`src/rtl/mfpc_pkg.sv`:
```
// ----------------------------------------------------------------------------
// mfpc_pkg
// Shared widths, constants and codes of the motor fader position controller.
// ----------------------------------------------------------------------------
package mfpc_pkg;

  // field widths
  localparam int MODE_W     = 2;
  localparam int TGT_W      = 16;
  localparam int POS_W      = 12;
  localparam int PER_W      = 16;
  localparam int CFG_IDX_W  = 2;
  localparam int CFG_DATA_W = 16;

  // averaging window, depth is a power of two
  localparam int SAMPLE_BITS = 12;
  localparam int WIN_LG      = 3;
  localparam int WINDOW      = 1 << WIN_LG;
  localparam int SLOT_W      = WIN_LG;
  localparam int SUM_W       = SAMPLE_BITS + WIN_LG;

  // duty arithmetic
  localparam int SQ_W     = 2 * POS_W;
  localparam int MUL_A_W  = 26;
  localparam int MUL_B_W  = 25;
  localparam int PROD_W   = MUL_A_W + MUL_B_W;
  localparam int DUTY_DIV = 20000;

  localparam logic [PROD_W-1:0]  DIV_LIMIT  = PROD_W'(DUTY_DIV) << PER_W;
  localparam logic [MUL_B_W-1:0] RECIP5     = MUL_B_W'(52429);
  localparam int                 RECIP5_SH  = 18;
  localparam logic [PER_W-1:0]   DUTY_FLOOR = PER_W'(300);

  // duty scale is 625 << 5: shift first, then multiply by ceil(2^34 / 625)
  localparam int                 DIV_PRE_SH = 5;
  localparam logic [MUL_B_W-1:0] RECIP625   = MUL_B_W'(27487791);
  localparam int                 RECIP_SH   = 34;

  // reset values of the registers
  localparam logic [POS_W-1:0] TOL_RST    = POS_W'(10);
  localparam logic [POS_W-1:0] MIN_RST    = POS_W'(0);
  localparam logic [POS_W-1:0] MAX_RST    = POS_W'(4095);
  localparam logic [PER_W-1:0] PERIOD_RST = PER_W'(20000);

  typedef enum logic [MODE_W-1:0] {
    MODE_SET    = 2'd0,
    MODE_SAMPLE = 2'd1,
    MODE_EVAL   = 2'd2,
    MODE_NONE   = 2'd3
  } mode_e;

  typedef enum logic [CFG_IDX_W-1:0] {
    CFG_TOL    = 2'd0,
    CFG_MIN    = 2'd1,
    CFG_MAX    = 2'd2,
    CFG_PERIOD = 2'd3
  } cfg_idx_e;

  // request into the duty unit
  typedef struct packed {
    logic             start;
    logic [POS_W-1:0] delta;
    logic [PER_W-1:0] period;
  } duty_req_t;

  // answer from the duty unit
  typedef struct packed {
    logic             done;
    logic [PER_W-1:0] duty;
  } duty_rsp_t;

endpackage

```
`src/rtl/mfpc_if.sv`:
```
// ----------------------------------------------------------------------------
// mfpc_if
// Valid/ready channels of the fader controller: input items and results.
// ----------------------------------------------------------------------------
interface mfpc_in_if;
  logic                             valid;
  logic                             ready;
  logic [mfpc_pkg::MODE_W-1:0]      mode;
  logic [mfpc_pkg::TGT_W-1:0]       new_target;
  logic [mfpc_pkg::SAMPLE_BITS-1:0] sample;

  modport source (output valid, output mode, output new_target, output sample, input ready);
  modport sink   (input valid, input mode, input new_target, input sample, output ready);
endinterface

interface mfpc_out_if;
  logic                       valid;
  logic                       ready;
  logic [mfpc_pkg::POS_W-1:0] average;
  logic                       touched;
  logic [mfpc_pkg::PER_W-1:0] drive_forward;
  logic [mfpc_pkg::PER_W-1:0] drive_backward;
  logic                       moving_now;

  modport source (output valid, output average, output touched, output drive_forward,
                  output drive_backward, output moving_now, input ready);
  modport sink   (input valid, input average, input touched, input drive_forward,
                  input drive_backward, input moving_now, output ready);
endinterface

```
`src/rtl/mfpc_window.sv`:
```
// ----------------------------------------------------------------------------
// mfpc_window
// Moving-average window: ring of samples with a running sum.
// ----------------------------------------------------------------------------
module mfpc_window (
  input  logic                             clk_i,
  input  logic                             rst_ni,
  input  logic                             push_i,
  input  logic [mfpc_pkg::SAMPLE_BITS-1:0] sample_i,
  output logic [mfpc_pkg::SUM_W-1:0]       sum_o
);

  logic [mfpc_pkg::SAMPLE_BITS-1:0] win_q [mfpc_pkg::WINDOW];
  logic [mfpc_pkg::SLOT_W-1:0]      slot_q, slot_d;
  logic [mfpc_pkg::SUM_W-1:0]       sum_q, sum_d;

  always_comb begin
    sum_d  = sum_q - mfpc_pkg::SUM_W'(win_q[slot_q]) + mfpc_pkg::SUM_W'(sample_i);
    slot_d = (slot_q == mfpc_pkg::SLOT_W'(mfpc_pkg::WINDOW - 1)) ? '0 : slot_q + 1'b1;
  end

  always_ff @(posedge clk_i or negedge rst_ni) begin
    if (!rst_ni) begin
      for (int i = 0; i < mfpc_pkg::WINDOW; i++) win_q[i] <= '0;
      slot_q <= '0;
      sum_q  <= '0;
    end else if (push_i) begin
      win_q[slot_q] <= sample_i;
      slot_q        <= slot_d;
      sum_q         <= sum_d;
    end
  end

  assign sum_o = sum_q;

endmodule

```
`src/rtl/mfpc_duty.sv`:
```
// ----------------------------------------------------------------------------
// mfpc_duty
// Motor duty from distance and period on one shared multiplier; the divide
// by the duty scale is a reciprocal multiply on the same unit.
// ----------------------------------------------------------------------------
module mfpc_duty (
  input  logic                clk_i,
  input  logic                rst_ni,
  input  mfpc_pkg::duty_req_t req_i,
  output mfpc_pkg::duty_rsp_t rsp_o
);

  typedef enum logic [5:0] {
    D_IDLE = 6'b000001,
    D_P5   = 6'b000010,
    D_SQ   = 6'b000100,
    D_MP   = 6'b001000,
    D_DIV  = 6'b010000,
    D_FIN  = 6'b100000
  } dstate_e;

  dstate_e                          state_q, state_d;
  logic [mfpc_pkg::POS_W-1:0]       dist_q;
  logic [mfpc_pkg::PER_W-1:0]       period_q;
  logic [mfpc_pkg::PER_W-1:0]       p5_q;
  logic [mfpc_pkg::PROD_W-1:0]      prod_q;
  logic                             over_q;
  logic [mfpc_pkg::PER_W-1:0]       quo_q;

  logic [mfpc_pkg::MUL_A_W-1:0]     mul_a;
  logic [mfpc_pkg::MUL_B_W-1:0]     mul_b;
  logic [mfpc_pkg::PROD_W-1:0]      mul_p;
  logic [mfpc_pkg::PER_W-1:0]       capped;
  logic [mfpc_pkg::PER_W-1:0]       duty;

  // shared multiplier operand select
  always_comb begin
    unique case (state_q)
      D_P5: begin
        mul_a = mfpc_pkg::MUL_A_W'(period_q);
        mul_b = mfpc_pkg::RECIP5;
      end
      D_SQ: begin
        mul_a = mfpc_pkg::MUL_A_W'(dist_q);
        mul_b = mfpc_pkg::MUL_B_W'(dist_q);
      end
      D_DIV: begin
        // below the limit the shifted product fits the operand width
        mul_a = prod_q[mfpc_pkg::DIV_PRE_SH +: mfpc_pkg::MUL_A_W];
        mul_b = mfpc_pkg::RECIP625;
      end
      default: begin
        mul_a = mfpc_pkg::MUL_A_W'(prod_q[mfpc_pkg::SQ_W-1:0]);
        mul_b = mfpc_pkg::MUL_B_W'(period_q);
      end
    endcase
    mul_p = mfpc_pkg::PROD_W'(mul_a) * mfpc_pkg::PROD_W'(mul_b);
  end

  always_comb begin
    if (over_q || quo_q > period_q) capped = period_q;
    else                            capped = quo_q;
    if (capped > mfpc_pkg::DUTY_FLOOR) duty = (capped < p5_q) ? p5_q : capped;
    else                               duty = '0;
  end

  always_comb begin
    state_d = state_q;
    unique case (state_q)
      D_IDLE:  if (req_i.start) state_d = D_P5;
      D_P5:    state_d = D_SQ;
      D_SQ:    state_d = D_MP;
      D_MP:    state_d = D_DIV;
      D_DIV:   state_d = D_FIN;
      D_FIN:   state_d = D_IDLE;
      default: state_d = D_IDLE;
    endcase
  end

  always_ff @(posedge clk_i or negedge rst_ni) begin
    if (!rst_ni) begin
      state_q <= D_IDLE;
    end else begin
      state_q <= state_d;
    end
  end

  always_ff @(posedge clk_i) begin
    unique case (state_q)
      D_IDLE: begin
        dist_q   <= req_i.delta;
        period_q <= req_i.period;
      end
      D_P5: begin
        prod_q <= mul_p;
      end
      D_SQ: begin
        p5_q   <= prod_q[mfpc_pkg::RECIP5_SH +: mfpc_pkg::PER_W];
        prod_q <= mul_p;
      end
      D_MP: begin
        // at or above the limit the quotient exceeds any period
        prod_q <= mul_p;
        over_q <= mul_p >= mfpc_pkg::DIV_LIMIT;
      end
      D_DIV: begin
        quo_q <= mul_p[mfpc_pkg::RECIP_SH +: mfpc_pkg::PER_W];
      end
      default: begin
        quo_q <= quo_q;
      end
    endcase
  end

  assign rsp_o.done = (state_q == D_FIN);
  assign rsp_o.duty = duty;

endmodule

```
`src/rtl/motor_fader_position_controller_unit.sv`:
```
// ----------------------------------------------------------------------------
// motor_fader_position_controller_unit
// Drives a motorized fader toward a clamped target from a moving average of
// ADC samples, reporting hand touches while idle.
// ----------------------------------------------------------------------------
//  channel  dir  handshake        payload
//  in_if    in   valid / ready    mode, new_target, sample
//  out_if   out  valid / ready    average, touched, drive_forward,
//                                 drive_backward, moving_now
//  cfg      in   cfg_we_i         cfg_idx_i, cfg_wdata_i
//
// set-target, sample-only and ignored items return no result and do not hold the input.
// an idle evaluation passes through EVAL and EMIT; a moving one also waits in DUTY on the duty
// unit: four passes through its multiplier, the last a reciprocal divide.
// reset gives the register reset values, an empty window and an idle fader.
// a full output register holds a finished evaluation, and the input with it.
// ----------------------------------------------------------------------------
module motor_fader_position_controller_unit (
  input  logic                              clk_i,
  input  logic                              rst_ni,
  mfpc_in_if.sink                           in_if,
  mfpc_out_if.source                        out_if,
  input  logic                              cfg_we_i,
  input  logic [mfpc_pkg::CFG_IDX_W-1:0]    cfg_idx_i,
  input  logic [mfpc_pkg::CFG_DATA_W-1:0]   cfg_wdata_i
);

  typedef enum logic [3:0] {
    S_IDLE = 4'b0001,
    S_EVAL = 4'b0010,
    S_DUTY = 4'b0100,
    S_EMIT = 4'b1000
  } state_e;

  state_e                      state_q, state_d;
  logic [mfpc_pkg::POS_W-1:0]  tol_q, min_q, max_q;
  logic [mfpc_pkg::PER_W-1:0]  period_q;
  logic [mfpc_pkg::POS_W-1:0]  target_q;
  logic                        moving_q;
  logic [mfpc_pkg::PER_W-1:0]  duty_q;

  logic                        out_vld_q;
  logic [mfpc_pkg::POS_W-1:0]  out_avg_q;
  logic                        out_touch_q;
  logic [mfpc_pkg::PER_W-1:0]  out_fwd_q, out_bwd_q;
  logic                        out_mov_q;

  logic                        in_acc;
  mfpc_pkg::mode_e             mode;
  logic                        push;
  logic [mfpc_pkg::SUM_W-1:0]  sum;
  logic [mfpc_pkg::POS_W-1:0]  avg;
  logic [mfpc_pkg::POS_W-1:0]  delta;
  logic                        far;
  logic                        above;
  logic [mfpc_pkg::POS_W-1:0]  clamped;
  logic                        emit;
  mfpc_pkg::duty_req_t         duty_req;
  mfpc_pkg::duty_rsp_t         duty_rsp;

  assign in_if.ready = (state_q == S_IDLE);
  assign in_acc      = in_if.valid && in_if.ready;
  assign mode        = mfpc_pkg::mode_e'(in_if.mode);
  assign push        = in_acc && (mode == mfpc_pkg::MODE_SAMPLE || mode == mfpc_pkg::MODE_EVAL);

  mfpc_window u_window (
    .clk_i    (clk_i),
    .rst_ni   (rst_ni),
    .push_i   (push),
    .sample_i (in_if.sample),
    .sum_o    (sum)
  );

  always_comb begin
    avg   = mfpc_pkg::POS_W'(sum >> mfpc_pkg::WIN_LG);
    above = target_q > avg;
    delta = above ? target_q - avg : avg - target_q;
    far   = delta > tol_q;
  end

  // when the two cross, a target below the minimum takes the minimum and any other the maximum
  always_comb begin
    priority if (in_if.new_target < mfpc_pkg::TGT_W'(min_q)) begin
      clamped = min_q;
    end else if (in_if.new_target > mfpc_pkg::TGT_W'(max_q)) begin
      clamped = max_q;
    end else begin
      clamped = in_if.new_target[mfpc_pkg::POS_W-1:0];
    end
  end

  assign duty_req.start  = (state_q == S_EVAL) && moving_q;
  assign duty_req.delta  = delta;
  assign duty_req.period = period_q;

  mfpc_duty u_duty (
    .clk_i  (clk_i),
    .rst_ni (rst_ni),
    .req_i  (duty_req),
    .rsp_o  (duty_rsp)
  );

  assign emit = (state_q == S_EMIT) && (!out_vld_q || out_if.ready);

  always_comb begin
    state_d = state_q;
    unique case (state_q)
      S_IDLE:  if (in_acc && mode == mfpc_pkg::MODE_EVAL) state_d = S_EVAL;
      S_EVAL:  state_d = moving_q ? S_DUTY : S_EMIT;
      S_DUTY:  if (duty_rsp.done) state_d = S_EMIT;
      S_EMIT:  if (emit) state_d = S_IDLE;
      default: state_d = S_IDLE;
    endcase
  end

  always_ff @(posedge clk_i or negedge rst_ni) begin
    if (!rst_ni) begin
      state_q   <= S_IDLE;
      tol_q     <= mfpc_pkg::TOL_RST;
      min_q     <= mfpc_pkg::MIN_RST;
      max_q     <= mfpc_pkg::MAX_RST;
      period_q  <= mfpc_pkg::PERIOD_RST;
      target_q  <= '0;
      moving_q  <= 1'b0;
      out_vld_q <= 1'b0;
    end else begin
      state_q <= state_d;
      if (cfg_we_i) begin
        unique case (mfpc_pkg::cfg_idx_e'(cfg_idx_i))
          mfpc_pkg::CFG_TOL:    tol_q    <= cfg_wdata_i[mfpc_pkg::POS_W-1:0];
          mfpc_pkg::CFG_MIN:    min_q    <= cfg_wdata_i[mfpc_pkg::POS_W-1:0];
          mfpc_pkg::CFG_MAX:    max_q    <= cfg_wdata_i[mfpc_pkg::POS_W-1:0];
          mfpc_pkg::CFG_PERIOD: period_q <= cfg_wdata_i[mfpc_pkg::PER_W-1:0];
          default:              tol_q    <= tol_q;
        endcase
      end
      if (in_acc && mode == mfpc_pkg::MODE_SET) begin
        target_q <= clamped;
        moving_q <= 1'b1;
      end
      if (emit) begin
        // idle: a hand move adopts the average; moving: stop inside the band
        if (!moving_q && far) target_q <= avg;
        moving_q  <= moving_q && far;
        out_vld_q <= 1'b1;
      end else if (out_if.ready) begin
        out_vld_q <= 1'b0;
      end
    end
  end

  always_ff @(posedge clk_i) begin
    if (state_q == S_DUTY && duty_rsp.done) duty_q <= duty_rsp.duty;
    if (emit) begin
      out_avg_q   <= avg;
      out_touch_q <= !moving_q && far;
      out_fwd_q   <= (moving_q && far && above)  ? duty_q : '0;
      out_bwd_q   <= (moving_q && far && !above) ? duty_q : '0;
      out_mov_q   <= moving_q && far;
    end
  end

  assign out_if.valid          = out_vld_q;
  assign out_if.average        = out_avg_q;
  assign out_if.touched        = out_touch_q;
  assign out_if.drive_forward  = out_fwd_q;
  assign out_if.drive_backward = out_bwd_q;
  assign out_if.moving_now     = out_mov_q;

endmodule

```
`src/flat_wrapper.sv`:
```
// flat-port wrapper written by rule: the top's interface ports become plain ports
module motor_fader_position_controller_unit_flat 
  (clk_i, rst_ni, cfg_we_i, cfg_idx_i, cfg_wdata_i, in_if_valid, in_if_mode, in_if_new_target, in_if_sample, in_if_ready, out_if_valid, out_if_average, out_if_touched, out_if_drive_forward, out_if_drive_backward, out_if_moving_now, out_if_ready);
  mfpc_in_if in_if_i ();
  mfpc_out_if out_if_i ();
  input  logic clk_i;
  input  logic rst_ni;
  input  logic cfg_we_i;
  input  logic [mfpc_pkg::CFG_IDX_W-1:0] cfg_idx_i;
  input  logic [mfpc_pkg::CFG_DATA_W-1:0] cfg_wdata_i;
  input wire logic [$bits(in_if_i.valid)-1:0] in_if_valid;
  input wire logic [$bits(in_if_i.mode)-1:0] in_if_mode;
  input wire logic [$bits(in_if_i.new_target)-1:0] in_if_new_target;
  input wire logic [$bits(in_if_i.sample)-1:0] in_if_sample;
  output wire logic [$bits(in_if_i.ready)-1:0] in_if_ready;
  output wire logic [$bits(out_if_i.valid)-1:0] out_if_valid;
  output wire logic [$bits(out_if_i.average)-1:0] out_if_average;
  output wire logic [$bits(out_if_i.touched)-1:0] out_if_touched;
  output wire logic [$bits(out_if_i.drive_forward)-1:0] out_if_drive_forward;
  output wire logic [$bits(out_if_i.drive_backward)-1:0] out_if_drive_backward;
  output wire logic [$bits(out_if_i.moving_now)-1:0] out_if_moving_now;
  input wire logic [$bits(out_if_i.ready)-1:0] out_if_ready;
  assign in_if_i.valid = in_if_valid;
  assign in_if_i.mode = in_if_mode;
  assign in_if_i.new_target = in_if_new_target;
  assign in_if_i.sample = in_if_sample;
  assign in_if_ready = in_if_i.ready;
  assign out_if_valid = out_if_i.valid;
  assign out_if_average = out_if_i.average;
  assign out_if_touched = out_if_i.touched;
  assign out_if_drive_forward = out_if_i.drive_forward;
  assign out_if_drive_backward = out_if_i.drive_backward;
  assign out_if_moving_now = out_if_i.moving_now;
  assign out_if_i.ready = out_if_ready;
  motor_fader_position_controller_unit u_core (.clk_i(clk_i), .rst_ni(rst_ni), .in_if(in_if_i), .out_if(out_if_i), .cfg_we_i(cfg_we_i), .cfg_idx_i(cfg_idx_i), .cfg_wdata_i(cfg_wdata_i));
endmodule
```
`config.mk`:
```
export PLATFORM = sky130hd
export DESIGN_NAME = motor_fader_position_controller_unit_flat
export DESIGN_NICKNAME = d
export VERILOG_FILES = /design/src/rtl/mfpc_pkg.sv /design/src/rtl/mfpc_if.sv /design/src/rtl/mfpc_window.sv /design/src/rtl/mfpc_duty.sv /design/src/rtl/motor_fader_position_controller_unit.sv /design/src/flat_wrapper.sv
export SDC_FILE = /design/constraint.sdc
export NUM_CORES = 2
export LEC_CHECK = 0
export BUFFER_PORTS_ARGS = -buffer_cell sky130_fd_sc_hd__buf_4
export CORE_MARGIN = 5
export CORE_UTILIZATION = 60
export DETAILED_ROUTE_END_ITERATION = 6
export HOLD_SLACK_MARGIN = 0.06
export PLACE_DENSITY = 0.78
export REMOVE_ABC_BUFFERS = 1
export SLEW_MARGIN = 20
export SYNTH_ARGS = -nofsm -noshare
export SYNTH_HDL_FRONTEND = slang
export SYNTH_SLANG_ARGS = --single-unit
export TNS_END_PERCENT = 5
```
`constraint.sdc`:
```
create_clock -name clk_i -period 22.1 [get_ports clk_i]
set_input_delay 4.42 -clock clk_i [delete_from_list [all_inputs] [get_ports clk_i]]
set_output_delay 4.42 -clock clk_i [all_outputs]
set_load 0.01 [all_outputs]
```
==> flow_summary.ini <==
[outcome]
status = completed

[drt]
ant_nets = 0
drc = 0
wirelength_mm = 102.3
vias_per_cell = 5.927
first_pass_iters = 6
via_count = 26860
drt_iter0_markers = 2582
wl_per_cell_um = 22.56

[synthesis]
synth_xor_xnor_area_share_pct = 1.643
yosysUniqueCellTypes = 90
syn_inst = 3632
synth_top_area_share_pct = 25.29
ys_ff_latch = 347
syn_avg_cell_area_um2 = 9.983
yosys-mux-area-fraction_pct = 6.816
netlist_area_mm2 = 0.03626
async_reset_ff_share_pct = 54.76
synth_flop_cell = dfrtp_1
ys_warn_count = 0
synth-seq-area-share_pct = 26.19
yosys.area_share.simple_pct = 10.66
yosys-top-cells-count = inv_1 (795), fa_1 (458), ha_1 (336), nand2_1 (322), nor2_1 (314)
synth_edf_count = 157
synth_compound_area_share_pct = 8.337
yosysMostFrequentCell = inv_1
synthAdderAreaFrac_pct = 36.88
synth_top_family_by_area = adder cells
synth_area_leaders = fa_1 (25%), edfxtp_1 (13%), dfrtp_1 (12%)
yosysTopAreaCell = fa_1

[global_routing]
track_usage_pct = 31.19
antenna_found_initial = 1
grt_max_degree = 117
grt_pass1_vias = 27820
grt_pass1_wl_mm = 159.4
gr-total-overflow = 0

[cts]
htree_levels = 2
hold_buffers = 0
insertion_delay_ps = 550
ctsLongestPathBuffers = 3
cts_made_buffers = 38
clock_sinks = 347
cts.clk_slew.worst_paths_ps = 60
cts-resized-gates = 0
tritoncts = yes
root_buffer = clkbuf_16
cts_setup_buffers = 0

[timing]
worstMarginPinSlew_ps = 1299
holdWs_ps = 444.8
setup_viol = 0
max_slew_margin_pct = 13.41
slew_viol_final = 0
setup_tns_ps = 0
skew_ps = 24.49
timing.final.crit_period_ps = 11150
post-route-period-util_pct = 50.44
finalHoldViolCount = 0
rsz0062_at_grt = false
fmax_mhz = 89.70

[floorplan]
io_pins = 101
die_x_um = 255.8
die_height_um = 255.8
std_cell_rows = 90
core_area_mm2 = 0.06013
dieArea_mm2 = 0.06544
initial_utilization_pct = 60.30

[final_layout]
drive_gt1_share_pct = 12.05
area_growth_pct = 8.417
nNetsFinal = 4569
antenna_cells = 0
utilization_pct = 65.37

[worst_setup_path]
worstPathArrival_ps = 11440
end_kind = flop
crit_top_cell = fa_1
path_max_fanout = 36
cpPeakStageDelay_ps = 890
cp.required_ps = 22390
slowest_stage = o21a_1
critPathKind = reg2reg
crit_start = u_core.u_duty.state_q[1]
rr_startpoint = u_core.u_duty.state_q[1]
startpoint_type = flop

[hold_path]
hold_path_class = reg2reg
min_from = u_core.period_q[7]

[placed_design]
place_hpwl_mm = 82.08
gp_congestion = 1.005
io_buffers = 100

[flow_run]
maxCapViolCount = 0
[routing by layer]
metal  vias up  part of all wire, %  track usage [%]
li1      11790                    -                -
met1     13420                   40            43.17
met2      1377                   45            48.93
met3       276                   10            7.103
met4         0                  4.3            11.38
met5         -                    0                0
[sequential cells by signal, indices dropped and copies added, names as in the netlist, 15 cells and up]
| signal | cells |
|---|---|
| u_core.duty_q | 16 |
| u_core.u_duty.quo_q | 16 |
| u_core.u_duty.prod_q | 34 |
| u_core.u_window.win_q | 96 |
| u_core.out_if.drive_forward | 16 |
| u_core.u_duty.period_q | 16 |
| u_core.period_q | 16 |
| u_core.u_duty.p5_q | 16 |
| u_core.u_window.sum_o | 15 |
| u_core.out_if.drive_backward | 16 |
[worst max-delay path, delay by kind of cell (launching register included)]
kind / cells / cell delay [ps]
fa+ha+maj: 8 / 3980
simple gates: 10 / 3480
compound gates: 5 / 2140
buf+inv: 6 / 730
flops: 1 / 400
xor+xnor: 1 / 140
[layout make-up]
type	instances	area, µm²
tap	782	978.4
inverter	795	2984
multi-input combinational	2392	23450
clock buffer	53	1131
timing repair buffer	148	1115
fill	4775	20820
sequential	347	9495
clock inverter	15	157.7
[kinds of logic after synthesis]
group / count (synthesis)
buffers and inverters: 903
and+or+nand+nor: 870
adders and majority gates: 794
AOI/OAI and AO/OA: 438
DFF: 347
muxes: 210
xor gates and xnor gates: 68
other: 2
[cell usage in the layout, fill, tap and decap left out, types with 103 or more instances in the layout]
cell      count
buf_4       145
ha_1        336
mux2_2      155
edfxtp_1    157
fa_1        458
a21oi_1     103
inv_1       793
nor2_1      313
dfrtp_1     169
nand2_1     322
[worst paths after layout]
| path | end | slack [ps] | depth (start not counted) |
|---|---|---|---|
| max in group asynchronous | u_core.u_window.sum_o[7] | 16610 | 2 |
| min | u_core.u_duty.period_q[7] | 440 | 0 |
| min in group asynchronous | u_core.u_window.win_q[31] | 3980 | 1 |
| min reg2reg | u_core.u_duty.period_q[7] | 440 | 0 |
| max | u_core.u_duty.over_q | 10950 | 30 |
| max reg2reg | u_core.u_duty.over_q | 10950 | 30 |
[stage by stage]
step | setup WS, ps | instance area [µm²] | instances
detailed placement | 11130 | 38000 | 4461
floorplan | 10510 | 35850 | 3534
global placement | 11350 | 37990 | 4460
finish | 10950 | 39310 | 4532
global route | 10480 | 39310 | 4532
CTS | 11120 | 39290 | 4529
Power is not shown: default switching activity piles up to over one toggle a cycle in this logic, so the estimate is an artifact.
